[config.mk]
export PLATFORM = sky130hd
export DESIGN_NAME = joystick_axis_direction_qualifier_core
export DESIGN_NICKNAME = d
export VERILOG_FILES = /design/src/rtl/jadq_pkg.sv /design/src/rtl/joystick_axis_direction_qualifier_core.sv
export SDC_FILE = /design/constraint.sdc
export NUM_CORES = 1
export LEC_CHECK = 0
export BUFFER_PORTS_ARGS = -buffer_cell sky130_fd_sc_hd__buf_2
export CAP_MARGIN = 20
export CORE_ASPECT_RATIO = 0.7
export CORE_MARGIN = 8
export CORE_UTILIZATION = 40
export DETAILED_ROUTE_END_ITERATION = 10
export GPL_ROUTABILITY_DRIVEN = 1
export HOLD_SLACK_MARGIN = 0.06
export PLACE_DENSITY = 0.66
export SYNTH_ARGS = -nofsm -noshare
export SYNTH_HDL_FRONTEND = slang
export SYNTH_SLANG_ARGS = --single-unit
[constraint.sdc]
create_clock -name i_clk -period 10.8 [get_ports i_clk]
set_clock_uncertainty 0.15 [all_clocks]
set_input_delay 1.08 -clock i_clk [delete_from_list [all_inputs] [get_ports i_clk]]
set_output_delay 1.08 -clock i_clk [all_outputs]
set_load 0.01 [all_outputs]
[src/rtl/jadq_pkg.sv]
`timescale 1ns / 1ps
// ----------------------------------------------------------------------------
// jadq_pkg
// types, register map and constants for the joystick axis direction qualifier
// ----------------------------------------------------------------------------
package jadq_pkg;

    // axis sample width, fixed by the word layout
    localparam int SAMPLE_BITS = 12;
    // signed width for the filter difference, step and sum
    localparam int DIFF_W = SAMPLE_BITS + 1;
    // signed width for deadzone / threshold compares
    localparam int CMP_W = SAMPLE_BITS + 2;

    localparam int DEF_CAL_SAMPLES = 16;

    localparam logic [SAMPLE_BITS-1:0] MID_LEVEL = SAMPLE_BITS'(1 << (SAMPLE_BITS - 1));
    localparam logic [SAMPLE_BITS-1:0] CAL_LOW   = SAMPLE_BITS'(50);
    localparam logic [SAMPLE_BITS-1:0] CAL_HIGH  = SAMPLE_BITS'((1 << SAMPLE_BITS) - 51);

    // configuration reset values
    localparam logic [11:0] RST_DEADZONE          = 12'd250;
    localparam logic [11:0] RST_THRESHOLD         = 12'd700;
    localparam logic [15:0] RST_REPEAT_INTERVAL   = 16'd180;
    localparam logic [15:0] RST_DEBOUNCE_INTERVAL = 16'd120;
    localparam logic [2:0]  RST_FILTER_SHIFT      = 3'd2;
    localparam logic        RST_INVERT_AXIS       = 1'b0;

    // apb map
    localparam int PADDR_W = 5;
    localparam int PDATA_W = 32;

    typedef enum logic [2:0] {
        REG_DEADZONE          = 3'd0,
        REG_THRESHOLD         = 3'd1,
        REG_REPEAT_INTERVAL   = 3'd2,
        REG_DEBOUNCE_INTERVAL = 3'd3,
        REG_FILTER_SHIFT      = 3'd4,
        REG_INVERT_AXIS       = 3'd5
    } t_reg_idx;

    typedef enum logic [1:0] {
        CAL_NONE     = 2'd0,
        CAL_ACCEPTED = 2'd1,
        CAL_REJECTED = 2'd2
    } t_cal_status;

    typedef enum logic [1:0] {
        DIR_NONE = 2'd0,
        DIR_UP   = 2'd1,
        DIR_DOWN = 2'd2
    } t_dir;

    typedef enum logic {
        ACT_POLL      = 1'b0,
        ACT_CALIBRATE = 1'b1
    } t_action;

    typedef struct packed {
        logic                   action;
        logic [SAMPLE_BITS-1:0] sample;
        logic                   button_pressed;
        logic [31:0]            now_ms;
    } t_in_word;

    typedef struct packed {
        logic        up_event;
        logic        down_event;
        logic        press_event;
        logic [1:0]  calibration_status;
    } t_out_word;

endpackage

[src/rtl/joystick_axis_direction_qualifier_core.sv]
`timescale 1ns / 1ps
// ----------------------------------------------------------------------------
// joystick_axis_direction_qualifier_core
// axis filter, deadzone/threshold direction pulses with auto-repeat,
// debounced button and center calibration
// ----------------------------------------------------------------------------
// One input word per clock is taken and one result word comes out for each,
// passing through the input register and then the result register. The
// whole update of a word (low-pass step, offset classification, the two
// 32-bit elapsed-time compares, or the calibration add and mean) sits
// between those two registers, so the block sustains one word per cycle
// under no output stall; a stall on the output holds the result register
// and backs up into the input register and then the input stall.
// Poll words (action 0) move the filtered level by (sample - level) / 2^shift
// truncated toward zero, compare level - center against deadzone and
// threshold, and give an up or down pulse no more often than
// repeat_interval ms; button changes are taken no more often than
// debounce_interval ms, and only a press gives press_event. Calibration
// words (action 1) add up CAL_SAMPLES samples; on the last one a mean
// strictly inside (50, 2^SAMPLE_BITS - 51) loads center and filter level
// (status 1), any other mean is rejected (status 2). The mean is taken by a
// constant reciprocal multiply. Registers sit on the apb port at byte
// address 4*i and must only be written while no word is in flight.
// ----------------------------------------------------------------------------
module joystick_axis_direction_qualifier_core
    import jadq_pkg::*;
#(
    parameter int CAL_SAMPLES = DEF_CAL_SAMPLES
) (
    input  logic               i_clk,
    input  logic               i_rst_n,

    // input word channel
    input  logic               i_in_valid,
    output logic               o_in_stall,
    input  t_in_word           i_in_word,

    // result word channel
    output logic               o_out_valid,
    input  logic               i_out_stall,
    output t_out_word          o_out_word,

    // apb configuration port
    input  logic               psel,
    input  logic               penable,
    input  logic               pwrite,
    input  logic [PADDR_W-1:0] paddr,
    input  logic [PDATA_W-1:0] pwdata,
    output logic [PDATA_W-1:0] prdata,
    output logic               pready
);

    // calibration accumulator sizing and reciprocal for the mean
    localparam int CAL_LOG2    = $clog2(CAL_SAMPLES);
    localparam int CAL_CNT_W   = CAL_LOG2;
    localparam int CAL_SUM_W   = SAMPLE_BITS + CAL_LOG2;
    localparam int RECIP_SHIFT = CAL_SUM_W + CAL_LOG2;
    localparam int RECIP_W     = CAL_SUM_W + 2;
    localparam int PROD_W      = CAL_SUM_W + RECIP_W;
    localparam logic [RECIP_W-1:0] CAL_RECIP =
        RECIP_W'(((2 ** RECIP_SHIFT) + CAL_SAMPLES - 1) / CAL_SAMPLES);
    localparam logic [CAL_CNT_W-1:0] CAL_LAST = CAL_CNT_W'(CAL_SAMPLES - 1);

    // ------------------------------------------------------------------
    // configuration registers
    // ------------------------------------------------------------------
    logic [11:0] r_deadzone;
    logic [11:0] r_threshold;
    logic [15:0] r_repeat_interval;
    logic [15:0] r_debounce_interval;
    logic [2:0]  r_filter_shift;
    logic        r_invert_axis;

    logic        w_cfg_wr;
    t_reg_idx    w_reg_idx;

    assign pready    = 1'b1;
    assign w_cfg_wr  = psel && penable && pwrite;
    assign w_reg_idx = t_reg_idx'(paddr[4:2]);

    always_ff @(posedge i_clk) begin
        if (!i_rst_n) begin
            r_deadzone          <= RST_DEADZONE;
            r_threshold         <= RST_THRESHOLD;
            r_repeat_interval   <= RST_REPEAT_INTERVAL;
            r_debounce_interval <= RST_DEBOUNCE_INTERVAL;
            r_filter_shift      <= RST_FILTER_SHIFT;
            r_invert_axis       <= RST_INVERT_AXIS;
        end else if (w_cfg_wr) begin
            case (w_reg_idx)
                REG_DEADZONE:          r_deadzone          <= pwdata[11:0];
                REG_THRESHOLD:         r_threshold         <= pwdata[11:0];
                REG_REPEAT_INTERVAL:   r_repeat_interval   <= pwdata[15:0];
                REG_DEBOUNCE_INTERVAL: r_debounce_interval <= pwdata[15:0];
                REG_FILTER_SHIFT:      r_filter_shift      <= pwdata[2:0];
                REG_INVERT_AXIS:       r_invert_axis       <= pwdata[0];
                default: ; // unmapped addresses are ignored
            endcase
        end
    end

    // register read-back
    always_comb begin
        prdata = '0;
        case (w_reg_idx)
            REG_DEADZONE:          prdata = PDATA_W'(r_deadzone);
            REG_THRESHOLD:         prdata = PDATA_W'(r_threshold);
            REG_REPEAT_INTERVAL:   prdata = PDATA_W'(r_repeat_interval);
            REG_DEBOUNCE_INTERVAL: prdata = PDATA_W'(r_debounce_interval);
            REG_FILTER_SHIFT:      prdata = PDATA_W'(r_filter_shift);
            REG_INVERT_AXIS:       prdata = PDATA_W'(r_invert_axis);
            default:               prdata = '0;
        endcase
    end

    // ------------------------------------------------------------------
    // handshake: input register feeds result register
    // ------------------------------------------------------------------
    logic      r_in_vld;
    t_in_word  r_in_word;
    logic      r_out_vld;
    t_out_word r_out_word;
    logic      w_adv;   // word in input register moves to result register
    logic      w_take;  // new word accepted into input register

    assign w_adv       = r_in_vld && (!r_out_vld || !i_out_stall);
    assign o_in_stall  = r_in_vld && !w_adv;
    assign w_take      = i_in_valid && !o_in_stall;
    assign o_out_valid = r_out_vld;
    assign o_out_word  = r_out_word;

    always_ff @(posedge i_clk) begin
        if (!i_rst_n) begin
            r_in_vld  <= 1'b0;
            r_out_vld <= 1'b0;
        end else begin
            if (!o_in_stall) begin
                r_in_vld <= i_in_valid;
            end
            if (w_adv) begin
                r_out_vld <= 1'b1;
            end else if (!i_out_stall) begin
                r_out_vld <= 1'b0;
            end
        end
    end

    // ------------------------------------------------------------------
    // block state
    // ------------------------------------------------------------------
    logic [SAMPLE_BITS-1:0] r_filtered_level, n_filtered_level;
    logic [SAMPLE_BITS-1:0] r_center_level,   n_center_level;
    logic [31:0]            r_last_dir_time,  n_last_dir_time;
    logic [31:0]            r_last_btn_time,  n_last_btn_time;
    logic                   r_button_state,   n_button_state;
    logic [CAL_SUM_W-1:0]   r_cal_sum,        n_cal_sum;
    logic [CAL_CNT_W-1:0]   r_cal_count,      n_cal_count;
    t_out_word              n_out_word;

    // filter step
    logic signed [DIFF_W-1:0] w_diff;
    logic signed [DIFF_W-1:0] w_bias;
    logic signed [DIFF_W-1:0] w_step;
    logic signed [DIFF_W-1:0] w_filt_sum;
    logic [7:0]               w_bias_mask;
    logic [SAMPLE_BITS-1:0]   w_new_level;

    // offset classification
    logic signed [CMP_W-1:0]  w_offset;
    logic signed [CMP_W-1:0]  w_dz;
    logic signed [CMP_W-1:0]  w_th;
    logic                     w_in_deadzone;
    t_dir                     w_dir_raw;
    t_dir                     w_dir;

    // elapsed time checks
    logic [31:0]              w_dir_elapsed;
    logic [31:0]              w_btn_elapsed;
    logic                     w_dir_ok;
    logic                     w_btn_ok;

    // calibration mean
    logic [CAL_SUM_W-1:0]     w_cal_total;
    logic [PROD_W-1:0]        w_cal_prod;
    logic [SAMPLE_BITS-1:0]   w_cal_mean;
    logic                     w_cal_last;
    logic                     w_cal_good;

    always_comb begin
        // truncating divide by 2^shift: bias negative differences first
        w_diff      = $signed({1'b0, r_in_word.sample}) - $signed({1'b0, r_filtered_level});
        w_bias_mask = (8'd1 << r_filter_shift) - 8'd1;
        w_bias      = w_diff[DIFF_W-1] ? $signed(DIFF_W'(w_bias_mask)) : '0;
        w_step      = (w_diff + w_bias) >>> r_filter_shift;
        w_filt_sum  = $signed({1'b0, r_filtered_level}) + w_step;
        w_new_level = w_filt_sum[SAMPLE_BITS-1:0];

        w_offset = CMP_W'($signed({1'b0, w_new_level}) - $signed({1'b0, r_center_level}));
        w_dz     = $signed(CMP_W'(r_deadzone));
        w_th     = $signed(CMP_W'(r_threshold));

        w_in_deadzone = (w_offset < w_dz) && (w_offset > -w_dz);
        if (w_in_deadzone) begin
            w_dir_raw = DIR_NONE;
        end else if (w_offset > w_th) begin
            w_dir_raw = DIR_DOWN;
        end else if (w_offset < -w_th) begin
            w_dir_raw = DIR_UP;
        end else begin
            w_dir_raw = DIR_NONE;
        end

        case (w_dir_raw)
            DIR_UP:   w_dir = r_invert_axis ? DIR_DOWN : DIR_UP;
            DIR_DOWN: w_dir = r_invert_axis ? DIR_UP : DIR_DOWN;
            default:  w_dir = DIR_NONE;
        endcase

        // modulo 2^32 elapsed time
        w_dir_elapsed = r_in_word.now_ms - r_last_dir_time;
        w_btn_elapsed = r_in_word.now_ms - r_last_btn_time;
        w_dir_ok      = w_dir_elapsed >= {16'd0, r_repeat_interval};
        w_btn_ok      = w_btn_elapsed >= {16'd0, r_debounce_interval};

        // mean = total / CAL_SAMPLES by exact reciprocal multiply
        w_cal_total = r_cal_sum + CAL_SUM_W'(r_in_word.sample);
        w_cal_prod  = PROD_W'(w_cal_total) * PROD_W'(CAL_RECIP);
        w_cal_mean  = w_cal_prod[RECIP_SHIFT +: SAMPLE_BITS];
        w_cal_last  = (r_cal_count == CAL_LAST);
        w_cal_good  = (w_cal_mean > CAL_LOW) && (w_cal_mean < CAL_HIGH);

        // defaults: state held, empty result
        n_filtered_level = r_filtered_level;
        n_center_level   = r_center_level;
        n_last_dir_time  = r_last_dir_time;
        n_last_btn_time  = r_last_btn_time;
        n_button_state   = r_button_state;
        n_cal_sum        = r_cal_sum;
        n_cal_count      = r_cal_count;
        n_out_word       = '0;
        n_out_word.calibration_status = CAL_NONE;

        case (t_action'(r_in_word.action))
            ACT_CALIBRATE: begin
                if (w_cal_last) begin
                    n_cal_sum   = '0;
                    n_cal_count = '0;
                    if (w_cal_good) begin
                        n_center_level   = w_cal_mean;
                        n_filtered_level = w_cal_mean;
                        n_out_word.calibration_status = CAL_ACCEPTED;
                    end else begin
                        n_out_word.calibration_status = CAL_REJECTED;
                    end
                end else begin
                    n_cal_sum   = w_cal_total;
                    n_cal_count = r_cal_count + CAL_CNT_W'(1);
                end
            end
            default: begin
                n_filtered_level = w_new_level;
                if (w_dir != DIR_NONE && w_dir_ok) begin
                    n_last_dir_time       = r_in_word.now_ms;
                    n_out_word.up_event   = (w_dir == DIR_UP);
                    n_out_word.down_event = (w_dir == DIR_DOWN);
                end
                // releases update state but give no event
                if (r_in_word.button_pressed != r_button_state && w_btn_ok) begin
                    n_last_btn_time        = r_in_word.now_ms;
                    n_button_state         = r_in_word.button_pressed;
                    n_out_word.press_event = r_in_word.button_pressed;
                end
            end
        endcase
    end

    // state registers, updated once per word
    always_ff @(posedge i_clk) begin
        if (!i_rst_n) begin
            r_filtered_level <= MID_LEVEL;
            r_center_level   <= MID_LEVEL;
            r_last_dir_time  <= '0;
            r_last_btn_time  <= '0;
            r_button_state   <= 1'b0;
            r_cal_sum        <= '0;
            r_cal_count      <= '0;
        end else if (w_adv) begin
            r_filtered_level <= n_filtered_level;
            r_center_level   <= n_center_level;
            r_last_dir_time  <= n_last_dir_time;
            r_last_btn_time  <= n_last_btn_time;
            r_button_state   <= n_button_state;
            r_cal_sum        <= n_cal_sum;
            r_cal_count      <= n_cal_count;
        end
    end

    // payload registers
    always_ff @(posedge i_clk) begin
        if (w_take) begin
            r_in_word <= i_in_word;
        end
        if (w_adv) begin
            r_out_word <= n_out_word;
        end
    end

    // ------------------------------------------------------------------
    // assertions
    // ------------------------------------------------------------------
    a_one_direction: assert property (@(posedge i_clk) disable iff (!i_rst_n)
        o_out_valid |-> !(o_out_word.up_event && o_out_word.down_event))
        else $error("up and down pulse in one word");

    a_cal_no_events: assert property (@(posedge i_clk) disable iff (!i_rst_n)
        (w_adv && r_in_word.action) |=>
            (!r_out_word.up_event && !r_out_word.down_event && !r_out_word.press_event))
        else $error("calibration word produced an event");

    a_poll_no_status: assert property (@(posedge i_clk) disable iff (!i_rst_n)
        (w_adv && !r_in_word.action) |=> (r_out_word.calibration_status == CAL_NONE))
        else $error("poll word produced a calibration status");

    a_press_sets_state: assert property (@(posedge i_clk) disable iff (!i_rst_n)
        (w_adv && n_out_word.press_event) |=> r_button_state)
        else $error("press event without button state set");

    a_cal_accept_loads: assert property (@(posedge i_clk) disable iff (!i_rst_n)
        (w_adv && n_out_word.calibration_status == CAL_ACCEPTED) |=>
            (r_center_level == r_filtered_level && r_cal_count == '0 && r_cal_sum == '0))
        else $error("accepted calibration did not load center and filter");

endmodule

; Word-level counts from Yosys, hierarchy flattened
; Index checks and enable logic that the tools add are counted.
[word_totals]
inputBits = 90
output_inout_bits = 40
regBits = 222
[op_classes]
bitwise = 3
n_addsub = 11
n_reduce_logical = 30
n_lt_le_gt_ge = 8
muxes = 16
shifts = 2
n_eq_ne = 14
[op_table]
columns = op, count
row1 = $pmux 16 s6, 1
row2 = $ge 32x16->1, 2
row3 = $sub 32x32->32, 2
row4 = $mux 12, 3
row5 = $neg 12->14, 2
row6 = $sub 12x12->13, 2
row7 = $add 16x12->16, 1
row8 = $mux 16, 1
row9 = $reduce_and 2->1, 8
row10 = $gt 13x14->1, 1
row11 = $lt 13x14->1, 1
row12 = $add 13x9->13, 1
row13 = $gt 13x13->1, 1
row14 = $lt 13x13->1, 1
row15 = $sshr 13x3->12, 1
row16 = $add 12x12->12, 1
row17 = $gt 12x6->1 const B, 1
row18 = $lt 12x12->1 const B, 1
row19 = $mux 2, 5
row20 = $logic_and 1x1->1, 9
row21 = $reduce_and 3->1, 3
row22 = $mux 8, 1
row23 = $shl 1x3->8 const A, 1
row24 = $sub 8x1->8 const B, 1
row25 = 19 further kinds, 33

; Longest topological paths before layout
; Gate-level depths: netlist of the first run.
[depth]
depth_word = 17
mapped_depth = 48
mapped_depth_nobuf = 47

; Worst setup path after synthesis of the first run
; OpenSTA, ideal clock, no wires.
[synth_path]
path_type = reg2reg
from = register r_in_word[33] (netlist name)
to = register r_last_dir_time[10]
path_stages_with_launch = 44
setup_slack_ps = 2168
setup_ps = 72
t_arrival_ps = 8410
cell_sequence = edfxtp_1 inv_1 ha_1 inv_1 fa_1 a21o_1 a21oi_2 o21ai_1 a311oi_1 o21ai_1 nor2_1 ha_1 fa_1 a21o_1 a21oi_1 o21bai_1 nand2_1 a2111oi_2 (+8 left out) a21o_1 a21o_1 xnor2_1 ha_1 a21o_1 a31oi_1 xnor2_1 ha_1 a2111oi_0 nand2b_1 o211ai_1 maj3_2 maj3_2 a21oi_1 a211o_2 o2111ai_4 buf_8 mux2i_1
[synth_via]
elab_chain_len = 15
elab_cells_between_ends = 20
classes_between = add/sub: 4 / order compare: 4 / eq/ne: 2 / shift: 1 / mux: 5 / reduce/logical: 4
[synth_lines]
columns = element, line_no
row1 = from (decl), joystick_axis_direction_qualifier_core.sv:120  ; t_in_word r_in_word;
row2 = from (signal assigned), joystick_axis_direction_qualifier_core.sv:301  ; r_in_word <= i_in_word;
row3 = $sub 12x12->13 (*), joystick_axis_direction_qualifier_core.sv:191  ; w_diff = $signed({1'b0, r_in_word.sample}) - $signed({1'b0, r_filtered_level});
row4 = $mux 8, joystick_axis_direction_qualifier_core.sv:193  ; w_bias = w_diff[DIFF_W-1] ? $signed(DIFF_W'(w_bias_mask)) : '0;
row5 = $add 13x9->13 (*), joystick_axis_direction_qualifier_core.sv:194  ; w_step = (w_diff + w_bias) >>> r_filter_shift;
row6 = $sshr 13x3->12 (*), joystick_axis_direction_qualifier_core.sv:194
row7 = $add 12x12->12 (*), joystick_axis_direction_qualifier_core.sv:195  ; w_filt_sum = $signed({1'b0, r_filtered_level}) + w_step;
row8 = $sub 12x12->13 (*), joystick_axis_direction_qualifier_core.sv:198  ; w_offset = CMP_W'($signed({1'b0, w_new_level}) - $signed({1'b0, r_center_level}));
row9 = $lt 13x14->1, joystick_axis_direction_qualifier_core.sv:207  ; end else if (w_offset < -w_th) begin
row10 = $mux 1, joystick_axis_direction_qualifier_core.sv:207
row11 = $mux 2, joystick_axis_direction_qualifier_core.sv:205  ; end else if (w_offset > w_th) begin
row12 = $mux 2 (*), joystick_axis_direction_qualifier_core.sv:203  ; if (w_in_deadzone) begin
row13 = $eq 2x2->1 or $eq 2x1->1 (tied branches), joystick_axis_direction_qualifier_core.sv:213  ; case (w_dir_raw)
row14 = $pmux 2 s2 (*), joystick_axis_direction_qualifier_core.sv:213
row15 = $reduce_bool 2->1 (*), joystick_axis_direction_qualifier_core.sv:262  ; if (w_dir != DIR_NONE && w_dir_ok) begin
row16 = $logic_and 1x1->1 (*), joystick_axis_direction_qualifier_core.sv:262
row17 = $reduce_and 3->1 (no source line) (*), n/a
row18 = to (signal assigned), joystick_axis_direction_qualifier_core.sv:290  ; r_last_dir_time <= n_last_dir_time;
row19 = to (decl), joystick_axis_direction_qualifier_core.sv:153  ; logic [31:0] r_last_dir_time, n_last_dir_time;
; Mark *: on every way between the ends. The rest lies on a longest branch, timed or not.
; A chain may end at the register's enable or synchronous reset.

; Final worst setup path of the first run
[layout_path]
from = register r_in_word[33] (netlist name)
to = register r_last_dir_time[1]
; The elaborated chain is that of the path after synthesis.

==> results of run 1 <==
==> worst register-to-register path, delay by kind of cell, from the launching register on <==
kind / cells / cell delay (ns)
flops: 1 / 0.40
fa+ha+maj: 7 / 1.99
simple gates: 7 / 1.01
compound gates: 20 / 4.53
buf+inv: 6 / 0.85
mux: 2 / 0.51
xor+xnor: 3 / 0.58
==> worst max-delay path by stage <==
stage	startpoint	end	slack, ns	depth (start not counted)
final	r_in_word[33]	r_last_dir_time[1]	0.66	45
after global routing	r_in_word[33]	r_last_dir_time[16]	0.01	45
after CTS	r_in_word[33]	r_last_dir_time[16]	0.11	43
after detailed placement	r_in_word[33]	r_last_dir_time[1]	0.15	43
after global placement	r_in_word[33]	r_last_dir_time[23]	0.55	43
after floorplan	r_in_word[33]	r_last_dir_time[10]	2.17	43
==> layout by cell type, fill, tap and decap left out, types with 14 or more instances in the layout <==
| cell type | instances |
|---|---|
| edfxtp_1 | 51 |
| nor2b_1 | 30 |
| nand3_1 | 40 |
| o21ai_0 | 73 |
| xnor2_1 | 65 |
| conb_1 | 18 |
| clkbuf_16 | 25 |
| xor2_1 | 39 |
| nor2_1 | 139 |
| a21oi_1 | 184 |
| nand2_1 | 302 |
| buf_2 | 93 |
| and3_1 | 16 |
| a211oi_1 | 23 |
| mux2i_1 | 100 |
| o211ai_1 | 45 |
| o21a_1 | 24 |
| nand4_1 | 35 |
| nor3_1 | 44 |
| dfxtp_1 | 171 |
| nand2b_1 | 21 |
| a21o_1 | 39 |
| inv_1 | 189 |
| ha_1 | 191 |
| o21bai_1 | 14 |
==> sequential cells by signal (all words and copies together) (netlist names) <==
signal,flops
o_out_word,5
o_out_valid,1
r_cal_sum,16
r_debounce_interval,16
r_center_level,12
r_cal_count,4
r_last_btn_time,32
r_invert_axis,1
r_in_vld,1
r_repeat_interval,16
r_filtered_level,12
r_button_state,1
r_filter_shift,3
r_deadzone,12
r_in_word,46
r_last_dir_time,32
r_threshold,12
==> power groups by stage <==
stage                     sequential (mW)  combinational [mW]  clock, mW
final                               0.922                1.69      0.910
after global placement              0.939                1.57          0
after CTS                           0.922                1.63      0.936
after floorplan                     0.929                1.22          0
after global routing                0.926                1.87      0.966
after detailed placement            0.940                1.63          0
==> stage by stage <==
stage | cell area, µm² | hold slack, ns | setup WS, ns
4_1_cts | 20050 | 0.3113 | 0.1102
3_5_place_dp | 19190 | 0.2997 | 0.1507
2_1_floorplan | 18370 | 0.2847 | 2.168
5_1_grt | 20150 | 0.3269 | 0.01326
6_report | 20150 | 0.3089 | 0.6572
3_3_place_gp | 19170 | 0.2939 | 0.5518
==> metal layers <==
metal	GRT usage	wire [µm]	part of all wire
met4	0.03721	958	0.018
met2	0.2741	21600	0.40
met1	0.2961	26550	0.49
met3	0.04443	5018	0.093
met5	0	0	0
==> kinds of logic (layout without fill, tap and decap cells) <==
kind of cell               after synthesis  in the layout  synth area share
AOI/OAI and AO/OA                      572            572            0.2139
xor gates and xnor gates               106            106           0.05113
adders and majority gates              204            204            0.1416
buffers and inverters                  292            347           0.06774
DFF                                    222            222            0.2707
muxes                                  121            121           0.07498
other                                    2             20         0.0004103
and+or+nand+nor                        700            700            0.1796
==> final cells by class <==
class,instances,area share
Clock buffer,28,0.03160
Sequential cell,222,0.2459
Tap cell,603,0.03744
Timing Repair Buffer,110,0.03104
Inverter,191,0.03557
Antenna cell,2,0.0002483
Multi-Input combinational cell,1721,0.6071
Clock inverter,18,0.01118
==> timing repair <==
action	in CTS	in global routing
setup endpoints to repair	0	34
endpoints found under the hold margin	0	0
buffers inserted	0	4
gates resized for setup	0	10
==> results.md, run 1 <==
- Run status: completed
- Arrival time of the worst setup path: 10.46 ns
- Endpoints failing hold: 0
- DR pass1 iterations: 5
- WHS Endpoint: r_last_btn_time[20]
- Fillers: 4445
- Area Overhead vs Synth: 10.10%
- CP endpoint kind: flop
- Final #Nets: 2559
- Worst path slowest cell: a211oi_1
- Net Sw Frac: 0.3999
- Clock Pin Slew Worst Setup and Hold Paths: 0.06 ns
- Global-route wire length before repair: 84640 µm
- Worst R2R Path Depth: 45
- Worst VDD drop: 0.0001245 V
- Layout Utilization: 0.4465
- Worst hold path cell count: 2
- Most common cell in the netlist: nand2_1
- Final count of negative-setup-slack endpoints: 0
- Min-delay src: r_last_btn_time[20]
- Fmax: 98.59 MHz
- Worst Setup Path Type: reg2reg
- Final TNS setup: 0 ns
- Synth warn: 0
- Vias per cell: 5.706
- Largest delay share family, worst path: compound AO/OA/AOI/OAI gates
- Synth top area share: 0.1870
- Dpl cells: 2842
- Via count: 16520
- CTS Buf Count: 25
- Slew Viols, Final: 0
- Mapped Area: 0.01831 mm²
- DRT iter0 DRCs: 1494
- Critical Path Max Stage Delay: 0.50 ns
- Area of the multi-input gates: 0.01223 mm²
- Internal Power: 2.113 mW
- Largest net degree at the start of global routing: 73
- # DRC: 0
- Max FO, Critical Path: 17
- Tot GR Track Use: 0.1942
- Initial antenna violation count: 1
- Sequential power share: 0.262
- Synth area leaders: dfxtp_1 (19%), ha_1 (13%), edfxtp_1 (8.4%)
- Reg2Reg Setup Slack: 0.66 ns
- Clk root buf: clkbuf_16
- RR Startpoint: r_in_word[33]
- Crit start category: flop
- Core area: 0.04514 mm²
- RSZ-0062 raised after global routing: no
- IO Port Bufs: 94
- Comb pwr share: 0.480
- Max-Cap Viols: 0
- FFs w/ async S/R, synth: 0
- Die extent in x: 271.7 µm
- Static Leak: 8.178 nW
- Antenna viol nets, final: 0
- Synth cell types: 107
- Final Non-Filler Cells: 2895
- H-tree levels: 1
- Vias in the first global route: 15390
- Fin crit share: 0.9391
- Register bit total from synthesis: 222
- Clk pwr share: 0.258
- CP Data Required Time: 11.12 ns
- GP Congestion: 0.9312
- Initial Util: 0.4055
- Row count: 65
- Bufs and invs on worst path: 6
- WL final: 54130 µm
- Die height: 195.0 µm
- Worst-margin pin slew: 1.099 ns
- Tmin final: 10.14 ns
- Die area: 0.05297 mm²
- Post-synthesis sequential area ratio: 0.2707
- I/O pin total: 130
- TritonCTS clock tree: yes
- P per Cell Area: 174.7 mW/mm²
- Relative slew slack: 0.2644
- Area leader, netlist: dfxtp_1
- Clk sink count: 222
- Syn avg cell area: 8.249 µm²
- Post-synth EDFFs: 51
- WL per Instance: 18.70 µm
- Hpwl dp: 42640 µm
- Top FF cell, synth: dfxtp_1
- FF-to-FF End: r_last_dir_time[1]
- Worst-skew pair later-pin latency: 0.56 ns
- NetSw: 1.408 mW
- Layout cells sized above 1: 0.1022
- # hold bufs at CTS: 0
- Commonest cells post-synth: nand2_1 (302), ha_1 (191), inv_1 (189)
- Worst hold path type: reg2reg
- Global route total overflow: 0
- Gate Count Post-Synth: 2219
- Tot Pwr: 3.521 mW
- Seq. cell area: 0.004955 mm²
- CTS max path bufs: 3
No activity file was read; power rests on OpenSTA's default activity.
==> run 2: changes to the inputs <==
--- a/config.mk
+++ b/config.mk
@@ -7,7 +7,6 @@
 export LEC_CHECK = 0
 export BUFFER_PORTS_ARGS = -buffer_cell sky130_fd_sc_hd__buf_2
 export CAP_MARGIN = 20
-export CORE_ASPECT_RATIO = 0.7
 export CORE_MARGIN = 8
 export CORE_UTILIZATION = 40
 export DETAILED_ROUTE_END_ITERATION = 10
==> results.md, run 2 (synthesized netlist as in run 1, its figures left out) <==
- Layout cells sized above 1: 0.1000
- Most frequent cell on the critical path: a21oi_1
- Critical Path Max Stage Delay: 0.49 ns
- Global-route wire length before repair: 83190 µm
- Clk root buf: clkbuf_16
- Met3 usage: 0.02413
- Core area: 0.04528 mm²
- Arrival time of the worst setup path: 10.35 ns
- Initial antenna violation count: 3
- Crit start category: flop
- Worst VDD drop: 0.0001168 V
- Worst path slowest cell: edfxtp_1
- Hpwl dp: 40980 µm
- TritonCTS clock tree: yes
- Worst-skew pair later-pin latency: 0.56 ns
- Worst hold path type: reg2reg
- Row count: 78
- Antenna viol nets, final: 0
- Slew Viols, Final: 0
- # hold bufs at CTS: 0
- Global route total overflow: 0
- IO Port Bufs: 94
- Relative slew slack: 0.3427
- CTS Buf Count: 27
- Static Leak: 8.183 nW
- Layout Utilization: 0.4450
- I/O pin total: 130
- FF-to-FF End: r_last_dir_time[21]
- CP endpoint kind: flop
- WHS Endpoint: r_last_btn_time[20]
- Biggest register: r_in_word
- P per Cell Area: 172.4 mW/mm²
- Initial Util: 0.4042
- Endpoints failing hold: 0
- Worst R2R Path Depth: 45
- Final #Nets: 2557
- Worst-margin pin slew: 0.9824 ns
- Die area: 0.05286 mm²
- Reg2Reg Setup Slack: 0.78 ns
- CTS max path bufs: 3
- Tmin final: 10.02 ns
- Fmax: 99.76 MHz
- Met2 global-route usage: 0.3214
- Top Registers: r_in_word (46), r_last_btn_time (32), r_last_dir_time (32)
- Met1 Use GR: 0.2430
- RR Startpoint: r_in_word[33]
- Worst Setup Path Type: reg2reg
- Ant diodes: 0
- RSZ-0062 raised after global routing: no
- Hold WS: 0.3069 ns
- Final TNS setup: 0 ns
- Run status: completed
- Max-Cap Viols: 0
- Most common cell after layout, fill and taps aside: nand2_1
- Clock Pin Slew Worst Setup and Hold Paths: 0.06 ns
- CP Data Required Time: 11.12 ns
- Worst hold path cell count: 2
- Clk sink count: 222
- Max FO, Critical Path: 18
- WL per Instance: 17.94 µm
- Largest net degree at the start of global routing: 76
- Die height: 229.9 µm
- Vias per cell: 5.625
- DR pass1 iterations: 5
- DRT iter0 DRCs: 936
- Area Overhead vs Synth: 10.10%
- Die extent in x: 229.9 µm
- # DRC: 0
- Via count: 16260
- Max reg flops: 46
- Most Crowded Layer GR: met2
- Min-delay src: r_last_btn_time[20]
- Tot GR Track Use: 0.1887
- Commonest non-fill, non-tap cells in the layout: nand2_1 (302), ha_1 (191), inv_1 (189)
- Final count of negative-setup-slack endpoints: 0
- Vias in the first global route: 15990
- Fin crit share: 0.9281
- WL final: 51850 µm
- H-tree levels: 1
- GP Congestion: 0.9325
-- run 2: worst max-delay path by stage --
stage	slack (ns)	depth (start not counted)	endpoint	start
6_report	0.78	45	r_last_dir_time[21]	r_in_word[33]
3_5_place_dp	0.35	45	r_last_dir_time[21]	r_in_word[33]
2_1_floorplan	2.17	43	r_last_dir_time[10]	r_in_word[33]
5_1_grt	0.01	45	r_last_dir_time[28]	r_in_word[33]
4_1_cts	0.28	45	r_last_dir_time[29]	r_in_word[33]
3_3_place_gp	0.70	43	r_last_dir_time[14]	r_in_word[33]
-- run 2: critical path: cells and delay by family, from the launching register on --
kind            cells  cell delay [ns]
fa+ha+maj           9             2.44
compound gates     22             4.59
buf+inv             4             0.43
xor+xnor            3             0.58
simple gates        5             0.76
flops               1             0.49
mux                 2             0.47
-- run 2: metal layers --
layer	vias up	wire, µm
met1	7703	23350
met2	412	24470
met4	4	1565
met3	101	2438
li1	8036	-
met5	-	27
-- run 2: area by class of cell --
class                   instances  area [µm²]
repair buffers                106       595.6
multi-input cells            1721       12210
fillers                      4520       25130
flip-flops and latches        222        4955
clock inverters                17       198.9
well taps                     600       750.7
clock buffers                  33       729.5
inverters                     191       716.9
-- run 2: what timing repair did --
item	in CTS	in global routing
resized for setup	0	4
buffers inserted	0	1
endpoints found under the setup margin	0	34
-- run 2: where the power goes --
| part | leakage [nW] | internal (mW) | switching (mW) |
|---|---|---|---|
| combinational | 5.85 | 0.659 | 0.937 |
| clock | 0.455 | 0.576 | 0.377 |
| sequential | 1.88 | 0.892 | 0.0332 |
-- run 2: metrics by stage --
step	power, mW	worst slack (ns)	cells	area [µm²]
after CTS	3.473	0.2799	2886	20080
final	3.475	0.7762	2890	20150
after floorplan	2.150	2.168	2235	18370
after global placement	2.465	0.7026	2836	19160
after global routing	3.716	0.009551	2890	20150
after detailed placement	2.506	0.3516	2836	19160
